$ cat config.mk
export PLATFORM = sky130hd
export DESIGN_NAME = sd_spi_card_init_core_flat
export DESIGN_NICKNAME = d
export VERILOG_FILES = /design/src/hw/rtl/sdi_pkg.sv /design/src/hw/rtl/sdi_ifs.sv /design/src/hw/rtl/sdi_seq.sv /design/src/hw/rtl/sd_spi_card_init_core.sv /design/src/flat_wrapper.sv
export SDC_FILE = /design/constraint.sdc
export NUM_CORES = 1
export LEC_CHECK = 0
export BUFFER_PORTS_ARGS = -buffer_cell sky130_fd_sc_hd__buf_4
export CAP_MARGIN = 40
export CELL_PAD_IN_SITES_DETAIL_PLACEMENT = 0
export CELL_PAD_IN_SITES_GLOBAL_PLACEMENT = 1
export CORE_ASPECT_RATIO = 0.7
export CORE_UTILIZATION = 25
export CTS_CLUSTER_DIAMETER = 30
export DETAILED_ROUTE_END_ITERATION = 7
export GPL_ROUTABILITY_DRIVEN = 0
export PLACE_DENSITY = 0.59
export SYNTH_ARGS = -nofsm -noshare
export SYNTH_HDL_FRONTEND = slang
export SYNTH_SLANG_ARGS = --single-unit
$ cat constraint.sdc
create_clock -name clk -period 7.3 [get_ports clk]
set_clock_uncertainty 0.1 [all_clocks]
set_input_delay 1.095 -clock clk [delete_from_list [all_inputs] [get_ports clk]]
set_output_delay 1.095 -clock clk [all_outputs]
set_load 0.01 [all_outputs]
$ cat src/hw/rtl/sdi_pkg.sv
package sdi_pkg;

  localparam int RESPONSE_MAX_DEF = 5;

  localparam int CFG_IDX_W  = 2;
  localparam int CFG_DATA_W = 17;

  localparam logic [CFG_IDX_W-1:0] CFG_WAIT_LIMIT  = 2'd0;
  localparam logic [CFG_IDX_W-1:0] CFG_RETRY_LIMIT = 2'd1;
  localparam logic [CFG_IDX_W-1:0] CFG_BLOCK_LEN   = 2'd2;
  localparam logic [CFG_IDX_W-1:0] CFG_PREAMBLE    = 2'd3;

  localparam logic [8:0]  WAIT_LIMIT_RST  = 9'd256;
  localparam logic [16:0] RETRY_LIMIT_RST = 17'd65536;
  localparam logic [12:0] BLOCK_LEN_RST   = 13'd512;
  localparam logic [7:0]  PREAMBLE_RST    = 8'd8;

  localparam logic OP_START = 1'b0;
  localparam logic OP_BYTE  = 1'b1;

  localparam logic [3:0] ERR_OK       = 4'd0;
  localparam logic [3:0] ERR_CMD0     = 4'd1;
  localparam logic [3:0] ERR_CMD8     = 4'd2;
  localparam logic [3:0] ERR_VOLTAGE  = 4'd3;
  localparam logic [3:0] ERR_CMD58    = 4'd4;
  localparam logic [3:0] ERR_CMD55    = 4'd5;
  localparam logic [3:0] ERR_ACMD41   = 4'd6;
  localparam logic [3:0] ERR_ACMD41_TO = 4'd7;
  localparam logic [3:0] ERR_CMD16    = 4'd8;

  localparam logic [7:0] IDLE_BYTE = 8'hFF;
  localparam logic [7:0] CMD_START = 8'h40;
  localparam logic [7:0] CRC_CMD0  = 8'h95;
  localparam logic [7:0] CRC_CMD8  = 8'h87;
  localparam logic [7:0] CRC_OTHER = 8'h01;
  localparam logic [7:0] R1_IDLE   = 8'h01;
  localparam logic [7:0] R1_READY  = 8'h00;
  localparam logic [7:0] R1_V1_CARD = 8'h05;
  localparam logic [7:0] R1_ERR_MASK = 8'hFE;
  localparam logic [7:0] VOLT_MASK = 8'hFC;
  localparam logic [7:0] PWR_MASK  = 8'hC0;
  localparam logic [7:0] ECHO_PATTERN = 8'hAA;
  localparam logic [31:0] CMD8_ARG = 32'h0000_01AA;
  localparam logic [31:0] HCS_ARG  = 32'h4000_0000;

  typedef enum logic [9:0] {
    PH_IDLE   = 10'b00_0000_0001,
    PH_PRE    = 10'b00_0000_0010,
    PH_CMD0   = 10'b00_0000_0100,
    PH_CMD8   = 10'b00_0000_1000,
    PH_CMD58A = 10'b00_0001_0000,
    PH_CMD55  = 10'b00_0010_0000,
    PH_ACMD41 = 10'b00_0100_0000,
    PH_CMD58B = 10'b00_1000_0000,
    PH_CMD16  = 10'b01_0000_0000,
    PH_DONE   = 10'b10_0000_0000
  } phase_t;

  typedef enum logic [3:0] {
    SUB_SEND = 4'b0001,
    SUB_POLL = 4'b0010,
    SUB_BODY = 4'b0100,
    SUB_TAIL = 4'b1000
  } sub_t;

  typedef struct packed {
    logic [8:0]  wait_limit;
    logic [16:0] retry_limit;
    logic [12:0] block_len;
    logic [7:0]  preamble;
  } cfg_t;

  typedef struct packed {
    logic [7:0] tx_byte;
    logic       chip_select;
    logic       done_res;
    logic [3:0] error_code;
    logic       card_v2;
  } result_t;

  function automatic logic [7:0] cmd_index(phase_t ph);
    logic [7:0] idx;
    unique case (ph)
      PH_CMD8:             idx = 8'd8;
      PH_CMD58A, PH_CMD58B: idx = 8'd58;
      PH_CMD55:            idx = 8'd55;
      PH_ACMD41:           idx = 8'd41;
      PH_CMD16:            idx = 8'd16;
      default:             idx = 8'd0;
    endcase
    return idx;
  endfunction

  function automatic logic [3:0] error_of(phase_t ph);
    logic [3:0] code;
    unique case (ph)
      PH_CMD0:              code = ERR_CMD0;
      PH_CMD8:              code = ERR_CMD8;
      PH_CMD58A, PH_CMD58B: code = ERR_CMD58;
      PH_CMD55:             code = ERR_CMD55;
      PH_ACMD41:            code = ERR_ACMD41;
      default:              code = ERR_CMD16;
    endcase
    return code;
  endfunction

  function automatic logic [7:0] frame_byte(phase_t ph, logic [2:0] i, logic v2,
                                            logic [12:0] blk);
    logic [31:0] arg;
    logic [7:0]  b;
    if (ph == PH_CMD8)        arg = CMD8_ARG;
    else if (ph == PH_ACMD41) arg = v2 ? HCS_ARG : 32'd0;
    else if (ph == PH_CMD16)  arg = {19'd0, blk};
    else                      arg = 32'd0;
    case (i)
      3'd0:    b = CMD_START | cmd_index(ph);
      3'd1:    b = arg[31:24];
      3'd2:    b = arg[23:16];
      3'd3:    b = arg[15:8];
      3'd4:    b = arg[7:0];
      default: b = (ph == PH_CMD0) ? CRC_CMD0 : ((ph == PH_CMD8) ? CRC_CMD8 : CRC_OTHER);
    endcase
    return b;
  endfunction

endpackage

$ cat src/hw/rtl/sdi_ifs.sv
interface sdi_req_if;
  logic       valid;
  logic       ready;
  logic       opcode;
  logic [7:0] rx_byte;

  modport source (output valid, opcode, rx_byte, input ready);
  modport sink   (input valid, opcode, rx_byte, output ready);
endinterface

interface sdi_rsp_if;
  logic       valid;
  logic       ready;
  logic [7:0] tx_byte;
  logic       chip_select;
  logic       done_res;
  logic [3:0] error_code;
  logic       card_v2;

  modport source (output valid, tx_byte, chip_select, done_res, error_code, card_v2,
                  input ready);
  modport sink   (input valid, tx_byte, chip_select, done_res, error_code, card_v2,
                  output ready);
endinterface

$ cat src/hw/rtl/sdi_seq.sv
module sdi_seq #(
  parameter int RESPONSE_MAX = sdi_pkg::RESPONSE_MAX_DEF
) (
  input  logic             clk,
  input  logic             rst,
  input  logic             step,
  input  logic             opcode,
  input  logic [7:0]       rx_byte,
  input  sdi_pkg::cfg_t    cfg,
  output sdi_pkg::result_t res
);
  import sdi_pkg::*;

  localparam int FBI_W = ($clog2(RESPONSE_MAX + 1) > 3) ? $clog2(RESPONSE_MAX + 1) : 3;
  localparam int PAD_N = 5;

  phase_t             phase, phase_next;
  sub_t               sub, sub_next;
  logic [FBI_W-1:0]   fbi, fbi_next;
  logic [8:0]         wait_cnt, wait_cnt_next;
  logic [16:0]        retry_cnt, retry_cnt_next;
  logic [7:0]         resp [RESPONSE_MAX];
  logic [7:0]         resp_next [RESPONSE_MAX];
  logic [7:0]         resp_pad [PAD_N];
  logic               v2, v2_next;
  logic [3:0]         code, code_next;
  logic [7:0]         tx;
  logic               cs;
  logic [16:0]        retry_inc;
  logic [2:0]         fbi_lo_inc;
  logic               long_rsp;

  // bytes past the stored response read as zero
  for (genvar k = 0; k < PAD_N; k++) begin : g_pad
    if (k < RESPONSE_MAX) begin : g_have
      assign resp_pad[k] = resp[k];
    end else begin : g_zero
      assign resp_pad[k] = 8'd0;
    end
  end

  assign retry_inc  = retry_cnt + 17'd1;
  assign fbi_lo_inc = fbi[2:0] + 3'd1;
  assign long_rsp   = (phase == PH_CMD8) || (phase == PH_CMD58A) || (phase == PH_CMD58B);

  always_comb begin
    phase_next     = phase;
    sub_next       = sub;
    fbi_next       = fbi;
    wait_cnt_next  = wait_cnt;
    retry_cnt_next = retry_cnt;
    resp_next      = resp;
    v2_next        = v2;
    code_next      = code;
    tx             = IDLE_BYTE;
    cs             = 1'b0;

    if (opcode == OP_START) begin
      for (int k = 0; k < RESPONSE_MAX; k++) resp_next[k] = 8'd0;
      v2_next        = 1'b0;
      code_next      = ERR_OK;
      retry_cnt_next = '0;
      fbi_next       = '0;
      sub_next       = SUB_SEND;
      phase_next     = PH_PRE;
      wait_cnt_next  = 9'd1;
    end else begin
      unique case (phase)
        PH_IDLE, PH_DONE: begin
        end
        PH_PRE: begin
          if (wait_cnt < {1'b0, cfg.preamble}) begin
            wait_cnt_next = wait_cnt + 9'd1;
          end else begin
            phase_next = PH_CMD0;
            sub_next   = SUB_SEND;
            fbi_next   = '0;
            tx         = frame_byte(PH_CMD0, 3'd0, v2, cfg.block_len);
            cs         = 1'b1;
          end
        end
        default: begin
          cs = 1'b1;
          unique case (sub)
            SUB_SEND: begin
              if (fbi < FBI_W'(5)) begin
                fbi_next = fbi + FBI_W'(1);
                tx       = frame_byte(phase, fbi_lo_inc, v2, cfg.block_len);
              end else begin
                sub_next      = SUB_POLL;
                wait_cnt_next = 9'd1;
              end
            end
            SUB_POLL: begin
              if (rx_byte == IDLE_BYTE) begin
                if (wait_cnt >= cfg.wait_limit) begin
                  phase_next = PH_DONE;
                  code_next  = error_of(phase);
                  cs         = 1'b0;
                end else begin
                  wait_cnt_next = wait_cnt + 9'd1;
                end
              end else begin
                resp_next[0] = rx_byte;
                if ((rx_byte & R1_ERR_MASK) != 8'd0) begin
                  if (phase == PH_CMD8 && rx_byte == R1_V1_CARD) begin
                    // v1 card: CMD8 is illegal, skip straight to CMD58
                    v2_next    = 1'b0;
                    phase_next = PH_CMD58A;
                    sub_next   = SUB_SEND;
                    fbi_next   = '0;
                    tx         = frame_byte(PH_CMD58A, 3'd0, v2, cfg.block_len);
                  end else begin
                    phase_next = PH_DONE;
                    code_next  = error_of(phase);
                    cs         = 1'b0;
                  end
                end else if (long_rsp && RESPONSE_MAX > 1) begin
                  sub_next = SUB_BODY;
                  fbi_next = FBI_W'(1);
                end else begin
                  sub_next = SUB_TAIL;
                end
              end
            end
            SUB_BODY: begin
              for (int k = 1; k < RESPONSE_MAX; k++) begin
                if (fbi == FBI_W'(k)) resp_next[k] = rx_byte;
              end
              fbi_next = fbi + FBI_W'(1);
              if ((fbi + FBI_W'(1)) >= FBI_W'(RESPONSE_MAX)) sub_next = SUB_TAIL;
            end
            SUB_TAIL: begin
              // judge the response; default is to finish with this command's code
              phase_next = PH_DONE;
              code_next  = error_of(phase);
              cs         = 1'b0;
              unique case (phase)
                PH_CMD0: begin
                  if (resp_pad[0] == R1_IDLE) phase_next = PH_CMD8;
                end
                PH_CMD8: begin
                  if (resp_pad[0] == R1_IDLE) begin
                    if (resp_pad[3] == R1_IDLE && resp_pad[4] == ECHO_PATTERN) begin
                      v2_next    = 1'b1;
                      phase_next = PH_CMD58A;
                    end else begin
                      code_next = ERR_VOLTAGE;
                    end
                  end
                end
                PH_CMD58A: begin
                  if (resp_pad[0] == R1_IDLE && (resp_pad[2] & VOLT_MASK) == VOLT_MASK) begin
                    retry_cnt_next = '0;
                    phase_next     = PH_CMD55;
                  end
                end
                PH_CMD55: begin
                  if (resp_pad[0] == R1_IDLE) phase_next = PH_ACMD41;
                end
                PH_ACMD41: begin
                  if (resp_pad[0] == R1_READY) begin
                    phase_next = PH_CMD58B;
                  end else begin
                    retry_cnt_next = retry_inc;
                    if (retry_inc >= cfg.retry_limit) code_next = ERR_ACMD41_TO;
                    else                              phase_next = PH_CMD55;
                  end
                end
                PH_CMD58B: begin
                  if ((resp_pad[1] & PWR_MASK) == PWR_MASK) phase_next = PH_CMD16;
                end
                default: begin
                  if (resp_pad[0] == R1_READY) code_next = ERR_OK;
                end
              endcase
              if (phase_next != PH_DONE) begin
                sub_next = SUB_SEND;
                fbi_next = '0;
                cs       = 1'b1;
                tx       = frame_byte(phase_next, 3'd0, v2_next, cfg.block_len);
              end
            end
            default: begin
            end
          endcase
        end
      endcase
    end
  end

  always_ff @(posedge clk) begin
    if (rst) begin
      phase     <= PH_IDLE;
      sub       <= SUB_SEND;
      fbi       <= '0;
      wait_cnt  <= '0;
      retry_cnt <= '0;
      v2        <= 1'b0;
      code      <= ERR_OK;
      for (int k = 0; k < RESPONSE_MAX; k++) resp[k] <= 8'd0;
    end else if (step) begin
      phase     <= phase_next;
      sub       <= sub_next;
      fbi       <= fbi_next;
      wait_cnt  <= wait_cnt_next;
      retry_cnt <= retry_cnt_next;
      v2        <= v2_next;
      code      <= code_next;
      resp      <= resp_next;
    end
  end

  assign res.tx_byte     = tx;
  assign res.chip_select = cs;
  assign res.done_res    = (phase_next == PH_DONE);
  assign res.error_code  = (phase_next == PH_DONE) ? code_next : ERR_OK;
  assign res.card_v2     = v2_next;

`ifndef ASSERT_OFF
  a_wait_bounded: assert property (@(posedge clk) disable iff (rst)
    (phase != PH_PRE && phase != PH_IDLE && phase != PH_DONE && sub == SUB_POLL)
      |-> (wait_cnt <= cfg.wait_limit || wait_cnt == 9'd1))
    else $error("poll count ran past the wait limit");
  a_done_deselect: assert property (@(posedge clk) disable iff (rst)
    (step && phase_next == PH_DONE) |-> (!cs && tx == IDLE_BYTE))
    else $error("finished sequence still selects the card");
`endif

endmodule

$ cat src/hw/rtl/sd_spi_card_init_core.sv
// SD card SPI-mode power-up sequencer.
// req channel: one transfer per SPI byte slot. opcode start begins the
// sequence; opcode byte carries the byte the card returned on the previous
// exchange. rsp channel: exactly one transfer per req transfer, in order,
// giving the next byte to shift out, the chip-select level, and once the
// sequence ends, done_res with the error code and the v2-card flag.
// A req transfer is captured in the input register when it is taken; its
// answer, formed from that register and the sequencer state, then loads
// the output register that drives rsp. Throughput: one item per cycle
// while rsp does not stall; the sequencer state is updated in the same
// cycle the output register loads, so consecutive items need no gap. In
// use the pace is set by the SPI link: each item is one byte exchange.
// Reset (synchronous, rst high) returns the sequencer to idle and the
// configuration registers to wait limit 256, retry limit 65536, block
// length 512 and preamble 8. A rsp stall holds the output register; the
// input register then fills and req.ready drops until rsp drains.
// Configuration writes (cfg_we/cfg_index/cfg_data) take effect at once
// and are meant for idle periods only.
module sd_spi_card_init_core #(
  parameter int RESPONSE_MAX = sdi_pkg::RESPONSE_MAX_DEF
) (
  input  logic                           clk,
  input  logic                           rst,
  sdi_req_if.sink                        req,
  sdi_rsp_if.source                      rsp,
  input  logic                           cfg_we,
  input  logic [sdi_pkg::CFG_IDX_W-1:0]  cfg_index,
  input  logic [sdi_pkg::CFG_DATA_W-1:0] cfg_data
);
  import sdi_pkg::*;

  cfg_t       cfg;
  logic       s1_valid;
  logic       s1_opcode;
  logic [7:0] s1_rx;
  logic       advance;
  result_t    step_res;
  result_t    out_res;
  logic       out_valid;

  // configuration registers
  always_ff @(posedge clk) begin
    if (rst) begin
      cfg.wait_limit  <= WAIT_LIMIT_RST;
      cfg.retry_limit <= RETRY_LIMIT_RST;
      cfg.block_len   <= BLOCK_LEN_RST;
      cfg.preamble    <= PREAMBLE_RST;
    end else if (cfg_we) begin
      unique case (cfg_index)
        CFG_WAIT_LIMIT:  cfg.wait_limit  <= cfg_data[8:0];
        CFG_RETRY_LIMIT: cfg.retry_limit <= cfg_data[16:0];
        CFG_BLOCK_LEN:   cfg.block_len   <= cfg_data[12:0];
        CFG_PREAMBLE:    cfg.preamble    <= cfg_data[7:0];
        default: begin
        end
      endcase
    end
  end

  // stage 1 moves into the output register whenever that slot is free or
  // being drained this cycle
  assign advance   = !out_valid || rsp.ready;
  assign req.ready = !s1_valid || advance;

  always_ff @(posedge clk) begin
    if (rst) begin
      s1_valid <= 1'b0;
    end else if (req.ready) begin
      s1_valid <= req.valid;
    end
  end

  always_ff @(posedge clk) begin
    if (req.ready && req.valid) begin
      s1_opcode <= req.opcode;
      s1_rx     <= req.rx_byte;
    end
  end

  sdi_seq #(
    .RESPONSE_MAX (RESPONSE_MAX)
  ) u_seq (
    .clk     (clk),
    .rst     (rst),
    .step    (s1_valid && advance),
    .opcode  (s1_opcode),
    .rx_byte (s1_rx),
    .cfg     (cfg),
    .res     (step_res)
  );

  // output register
  always_ff @(posedge clk) begin
    if (rst) begin
      out_valid <= 1'b0;
    end else if (advance) begin
      out_valid <= s1_valid;
    end
  end

  always_ff @(posedge clk) begin
    if (s1_valid && advance) begin
      out_res <= step_res;
    end
  end

  assign rsp.valid       = out_valid;
  assign rsp.tx_byte     = out_res.tx_byte;
  assign rsp.chip_select = out_res.chip_select;
  assign rsp.done_res    = out_res.done_res;
  assign rsp.error_code  = out_res.error_code;
  assign rsp.card_v2     = out_res.card_v2;

`ifndef ASSERT_OFF
  a_done_idle_bus: assert property (@(posedge clk) disable iff (rst)
    (rsp.valid && rsp.done_res) |-> (!rsp.chip_select && rsp.tx_byte == IDLE_BYTE))
    else $error("done result drives the card");
  a_code_only_when_done: assert property (@(posedge clk) disable iff (rst)
    (rsp.valid && !rsp.done_res) |-> (rsp.error_code == ERR_OK))
    else $error("error code shown before the sequence ended");
  a_stage_holds: assert property (@(posedge clk) disable iff (rst)
    (s1_valid && !advance) |=> (s1_valid && $stable(s1_opcode) && $stable(s1_rx)))
    else $error("input register lost an item while stalled");
`endif

endmodule
$ cat src/flat_wrapper.sv
// flat-port wrapper written by rule: the top's interface ports become plain ports
module sd_spi_card_init_core_flat import sdi_pkg::*;
#(
  parameter int RESPONSE_MAX = sdi_pkg::RESPONSE_MAX_DEF
)
  (clk, rst, cfg_we, cfg_index, cfg_data, req_valid, req_opcode, req_rx_byte, req_ready, rsp_valid, rsp_tx_byte, rsp_chip_select, rsp_done_res, rsp_error_code, rsp_card_v2, rsp_ready);
  sdi_req_if req_i ();
  sdi_rsp_if rsp_i ();
  input  logic clk;
  input  logic rst;
  input  logic cfg_we;
  input  logic [sdi_pkg::CFG_IDX_W-1:0] cfg_index;
  input  logic [sdi_pkg::CFG_DATA_W-1:0] cfg_data;
  input wire logic [$bits(req_i.valid)-1:0] req_valid;
  input wire logic [$bits(req_i.opcode)-1:0] req_opcode;
  input wire logic [$bits(req_i.rx_byte)-1:0] req_rx_byte;
  output wire logic [$bits(req_i.ready)-1:0] req_ready;
  output wire logic [$bits(rsp_i.valid)-1:0] rsp_valid;
  output wire logic [$bits(rsp_i.tx_byte)-1:0] rsp_tx_byte;
  output wire logic [$bits(rsp_i.chip_select)-1:0] rsp_chip_select;
  output wire logic [$bits(rsp_i.done_res)-1:0] rsp_done_res;
  output wire logic [$bits(rsp_i.error_code)-1:0] rsp_error_code;
  output wire logic [$bits(rsp_i.card_v2)-1:0] rsp_card_v2;
  input wire logic [$bits(rsp_i.ready)-1:0] rsp_ready;
  assign req_i.valid = req_valid;
  assign req_i.opcode = req_opcode;
  assign req_i.rx_byte = req_rx_byte;
  assign req_ready = req_i.ready;
  assign rsp_valid = rsp_i.valid;
  assign rsp_tx_byte = rsp_i.tx_byte;
  assign rsp_chip_select = rsp_i.chip_select;
  assign rsp_done_res = rsp_i.done_res;
  assign rsp_error_code = rsp_i.error_code;
  assign rsp_card_v2 = rsp_i.card_v2;
  assign rsp_i.ready = rsp_ready;
  sd_spi_card_init_core #(.RESPONSE_MAX(RESPONSE_MAX)) u_core (.clk(clk), .rst(rst), .req(req_i), .rsp(rsp_i), .cfg_we(cfg_we), .cfg_index(cfg_index), .cfg_data(cfg_data));
endmodule
==> reports/qor_table.md <==
| Step | Metric | Reported |
|:---|:---|:---|
| route | Antenna-violating nets left | 0 |
| global route | Global-route wire length before repair | 42170 um |
| clock network | Clock slew seen by the registers of the worst setup and hold paths | 0.07 ns |
| clock network | Worst-skew pair later-pin latency | 0.45 ns |
| status | Status | finished, final reports clean |
| finish | Design Area, Final | 9863 sq um |
| global route | Largest net degree at the start of global routing | 79 |
| clock network | Number of buffers added to fix hold violations after cts | 0 |
| route | DRC violations left | 0 |
| sta | Min cycle time layout | 4.121 ns |
| clock network | H-tree depth | 4 |
| logic synthesis | Number of storage elements in the synthesis netlist | 153 |
| route | Routed length per instance | 17.97 um |
| placement | PortBufs | 49 |
| finish | Post-Route Utilization | 0.2951 |
| die | Initial core utilization | 0.2536 |
| critical path | Classification of the worst setup path | reg -> reg |
| die | Placement row count | 56 |
| logic synthesis | Synth Area per Inst | 8.292 sq um |
| sta | Relative slew margins | 0.4718 |
| global route | Via count of the first global-routing pass | 7028 |
| placement | Number of cells after detailed placement | 1467 |
| global route | Met2 layer usage reported by global route | 0.2051 |
| die | Die outline height | 156.0 um |
| logic synthesis | Proportion of netlist area held by the largest area contributor | 0.3047 |
| flow run | Max-cap violations | 0 |
| finish | Share of layout cells above drive strength 1 | 0.1157 |
| logic synthesis | Number of synthesized flops with an enable pin | 24 |
| global route | Total overflow reported by the global router | 0 |
| logic synthesis | Main area contributors after synthesis | sky130_fd_sc_hd__dfxtp_1 30%, sky130_fd_sc_hd__edfxtp_1 8.5%, sky130_fd_sc_hd__ha_1 6.1% |
| logic synthesis | Share of synthesized registers carrying an async set or reset | 0 |
| placement | Instance area at placement | 9291 sq um |
| route | Aggregate routed wire length | 26920 um |
| critical path | Worst path arrival time | 4.20 ns |
| route | DRC marker count from the first detailed-route iteration | 622 |
| sta | Highest attainable clock frequency | 0.2427 GHz |
| power and ir drop | Cell leakage power | 3.530 nW |
| logic synthesis | Gate Count Post-Synth | 1022 |
| global route | Gr busiest metal | met1 |
| critical path | Crit path launch type | flip-flop |
| finish | Antenna diodes | 0 |
| logic synthesis | Post-synth net total | 1096 |
| placement | Post-detail-place hpwl | 20190 um |
| route | Detail-routed via count per cell | 5.008 |
| finish | Number of nets at the end of the flow | 1125 |
| sta | Slew of the pin with the lowest slew margin | 0.7924 ns |
| clock network | Clock sink count | 153 |
| clock network | Maximum clock path buffer count | 2 |
| logic synthesis | Area of the mapped netlist | 8474 sq um |
| die | Chip width | 222.1 um |
| finish | Non-filler cells, final | 1498 |
| critical path | CP max FO | 7 |
| route | Total via count after detailed routing | 7502 |
| clock network | Number of buffers inserted during clock tree synthesis | 17 |
| die | CORE AREA | 33420 sq um |
| critical path | Crit path capture type | flip-flop |
| clock network | CTS tree | done |
| logic synthesis | Leading register cell type out of synthesis | sky130_fd_sc_hd__dfxtp_1 |
| die | Floorplan die area | 34650 sq um |
| sta | Finish-stage setup viols | 0 |
| die | Number of top-level design ports | 50 |
| sta | RSZ-0062 raised after global routing | no |
| sta | Number of pins with negative max-slew slack in the final report | 0 |
| clock network | Number of gates given a new drive strength after cts | 0 |
| sta | Period utilisation layout | 0.5645 |
| critical path | Crit path required time | 7.38 ns |
| route | Pre-Repair DR Iteration Count | 7 |
| logic synthesis | Library cell with the largest summed area after synthesis | sky130_fd_sc_hd__dfxtp_1 |
| global route | GR Util met3 | 0.03465 |
| global route | Global routing usage on met1 | 0.2525 |
| clock network | Setup fix buffers added after clock tree synthesis | 0 |
| power and ir drop | Ratio of total power to cell area | 198.7 nW/um^2 |
| global route | Number of antenna violations at the first check in global routing | 0 |
| sta | Setup_tns | 0 ns |
| min path | Path type of the worst min-delay path | reg -> reg |
| power and ir drop | Maximum vdd ir drop | 0.1262 mV |
| logic synthesis | Unique masters post-synth | 79 |
| global route | Overall routing resource usage | 0.1586 |
| clock network | CTS root buffer | sky130_fd_sc_hd__clkbuf_16 |
| logic synthesis | Post-synthesis sequential area ratio | 0.3898 |
| logic synthesis | Syn. warnings | 0 |
| finish | Relative area change from synthesis to final layout | 16.39% |
| sta | Number of failing hold endpoints at the final stage | 0 |
==> state kept, by name (all words and copies together) (netlist names) <==
name / cells
u_core.cfg: 47
u_core.u_seq.resp: 32
u_core.u_seq.retry_cnt: 17
u_core.u_seq.phase: 10
u_core.u_seq.wait_cnt: 9
u_core.rsp.tx_byte: 8
u_core.s1_rx: 8
u_core.rsp.error_code: 4
u_core.u_seq.code: 4
u_core.u_seq.sub: 4
u_core.u_seq.fbi: 3
u_core.rsp.card_v2: 1
u_core.rsp.chip_select: 1
u_core.rsp.done_res: 1
u_core.rsp.valid: 1
u_core.s1_opcode: 1
u_core.s1_valid: 1
u_core.u_seq.v2: 1
==> cell usage after synthesis (6+ instances only) <==
cell and n:
sky130_fd_sc_hd__xnor2_1 15, sky130_fd_sc_hd__and2_1 13, sky130_fd_sc_hd__a211oi_1 13, sky130_fd_sc_hd__buf_2 12, sky130_fd_sc_hd__nand4_1 19, sky130_fd_sc_hd__o21ai_0 36
sky130_fd_sc_hd__nand2b_1 7, sky130_fd_sc_hd__o31ai_1 10, sky130_fd_sc_hd__clkbuf_1 35, sky130_fd_sc_hd__mux2i_1 38, sky130_fd_sc_hd__a22oi_1 13, sky130_fd_sc_hd__nor2_1 136
sky130_fd_sc_hd__nor4_1 9, sky130_fd_sc_hd__a211o_1 7, sky130_fd_sc_hd__nand2_1 125, sky130_fd_sc_hd__ha_1 41, sky130_fd_sc_hd__nand3_1 29, sky130_fd_sc_hd__xor2_1 14
sky130_fd_sc_hd__or3_1 6, sky130_fd_sc_hd__dfxtp_1 129, sky130_fd_sc_hd__a21oi_1 85, sky130_fd_sc_hd__a31oi_1 11, sky130_fd_sc_hd__inv_1 46, sky130_fd_sc_hd__and3_1 8
sky130_fd_sc_hd__nor3_1 28, sky130_fd_sc_hd__nor2b_1 7, sky130_fd_sc_hd__edfxtp_1 24
==> path summary, 6_finish.rpt <==
kind              cells after the start                              startpoint                                endpoint  slack, ns
setup / recovery                     16  u_core.u_seq.retry_cnt[2]$_SDFFE_PP0P_  u_core.rsp.error_code[2]$_SDFFCE_PN0P_       3.18
hold / removal                        2             u_core.cfg[25]$_SDFFE_PP0P_             u_core.cfg[25]$_SDFFE_PP0P_       0.36
setup reg to reg                     16  u_core.u_seq.retry_cnt[2]$_SDFFE_PP0P_  u_core.rsp.error_code[2]$_SDFFCE_PN0P_       3.18
hold reg to reg                       2             u_core.cfg[25]$_SDFFE_PP0P_             u_core.cfg[25]$_SDFFE_PP0P_       0.36
==> per-layer routing <==
layer | routed length (um) | part of all wire
met5 | 0 | 0
met4 | 215 | 0.0080
met3 | 1559 | 0.058
met2 | 10170 | 0.38
met1 | 14970 | 0.56
==> layout by cell type (no fill, tap or decap), types with 29 or more instances in the layout <==
cell / n
sky130_fd_sc_hd__ha_1: 41
sky130_fd_sc_hd__nand2_1: 125
sky130_fd_sc_hd__mux2i_1: 38
sky130_fd_sc_hd__nor2_1: 136
sky130_fd_sc_hd__buf_4: 59
sky130_fd_sc_hd__a21oi_1: 85
sky130_fd_sc_hd__dfxtp_1: 129
sky130_fd_sc_hd__inv_1: 46
sky130_fd_sc_hd__nand3_1: 29
sky130_fd_sc_hd__o21ai_0: 36
==> kinds of logic after synthesis <==
kind of cell,synth area share
buf+inv,0.04666
mux,0.04488
simple gates,0.2498
xor+xnor,0.02997
flops,0.3898
fa+ha+maj,0.06053
compound gates,0.1784
==> where the power goes <==
group          leakage [nW]  switching (mW)  total (mW)  internal [mW]
clock                 0.282           0.397       0.883          0.486
sequential             1.26          0.0166       0.894          0.878
combinational          1.99           0.117       0.182         0.0653
total                  3.53           0.530        1.96           1.43
==> cell type report <==
cell class | count | area [sq um]
clock buffers | 18 | 439.2
clock inverters | 13 | 132.6
fillers | 3549 | 23560
inverters | 47 | 176.4
multi-input cells | 770 | 4781
flip-flops and latches | 153 | 3303
well taps | 435 | 544.3
repair buffers | 62 | 486.7
==> stage by stage <==
step	hold WS [ns]	setup WS (ns)	power [mW]
3_5_place_dp	0.3467	3.192	1.094
6_report	0.3551	3.179	1.960
4_1_cts	0.3558	3.147	1.986
2_1_floorplan	0.3357	3.678	1.018
3_3_place_gp	0.3423	3.251	1.090
5_1_grt	0.3660	2.806	2.038
==> worst max-delay path, cell delays in order (launching register included) <==
cell,delay (ns)
sky130_fd_sc_hd__dfxtp_1,0.44
sky130_fd_sc_hd__and4_1,0.23
sky130_fd_sc_hd__and2_1,0.20
sky130_fd_sc_hd__nand3_1,0.11
sky130_fd_sc_hd__nor2_1,0.13
sky130_fd_sc_hd__and2_1,0.20
sky130_fd_sc_hd__nand3_1,0.12
sky130_fd_sc_hd__xnor2_1,0.16
sky130_fd_sc_hd__ha_1,0.33
sky130_fd_sc_hd__a21oi_1,0.18
sky130_fd_sc_hd__o21ai_0,0.12
sky130_fd_sc_hd__nor3_1,0.21
sky130_fd_sc_hd__a211oi_1,0.12
sky130_fd_sc_hd__or4_1,0.71
sky130_fd_sc_hd__a21o_1,0.26
sky130_fd_sc_hd__nand4b_2,0.16
sky130_fd_sc_hd__a21oi_1,0.07
(Power assumes the default switching activity.)
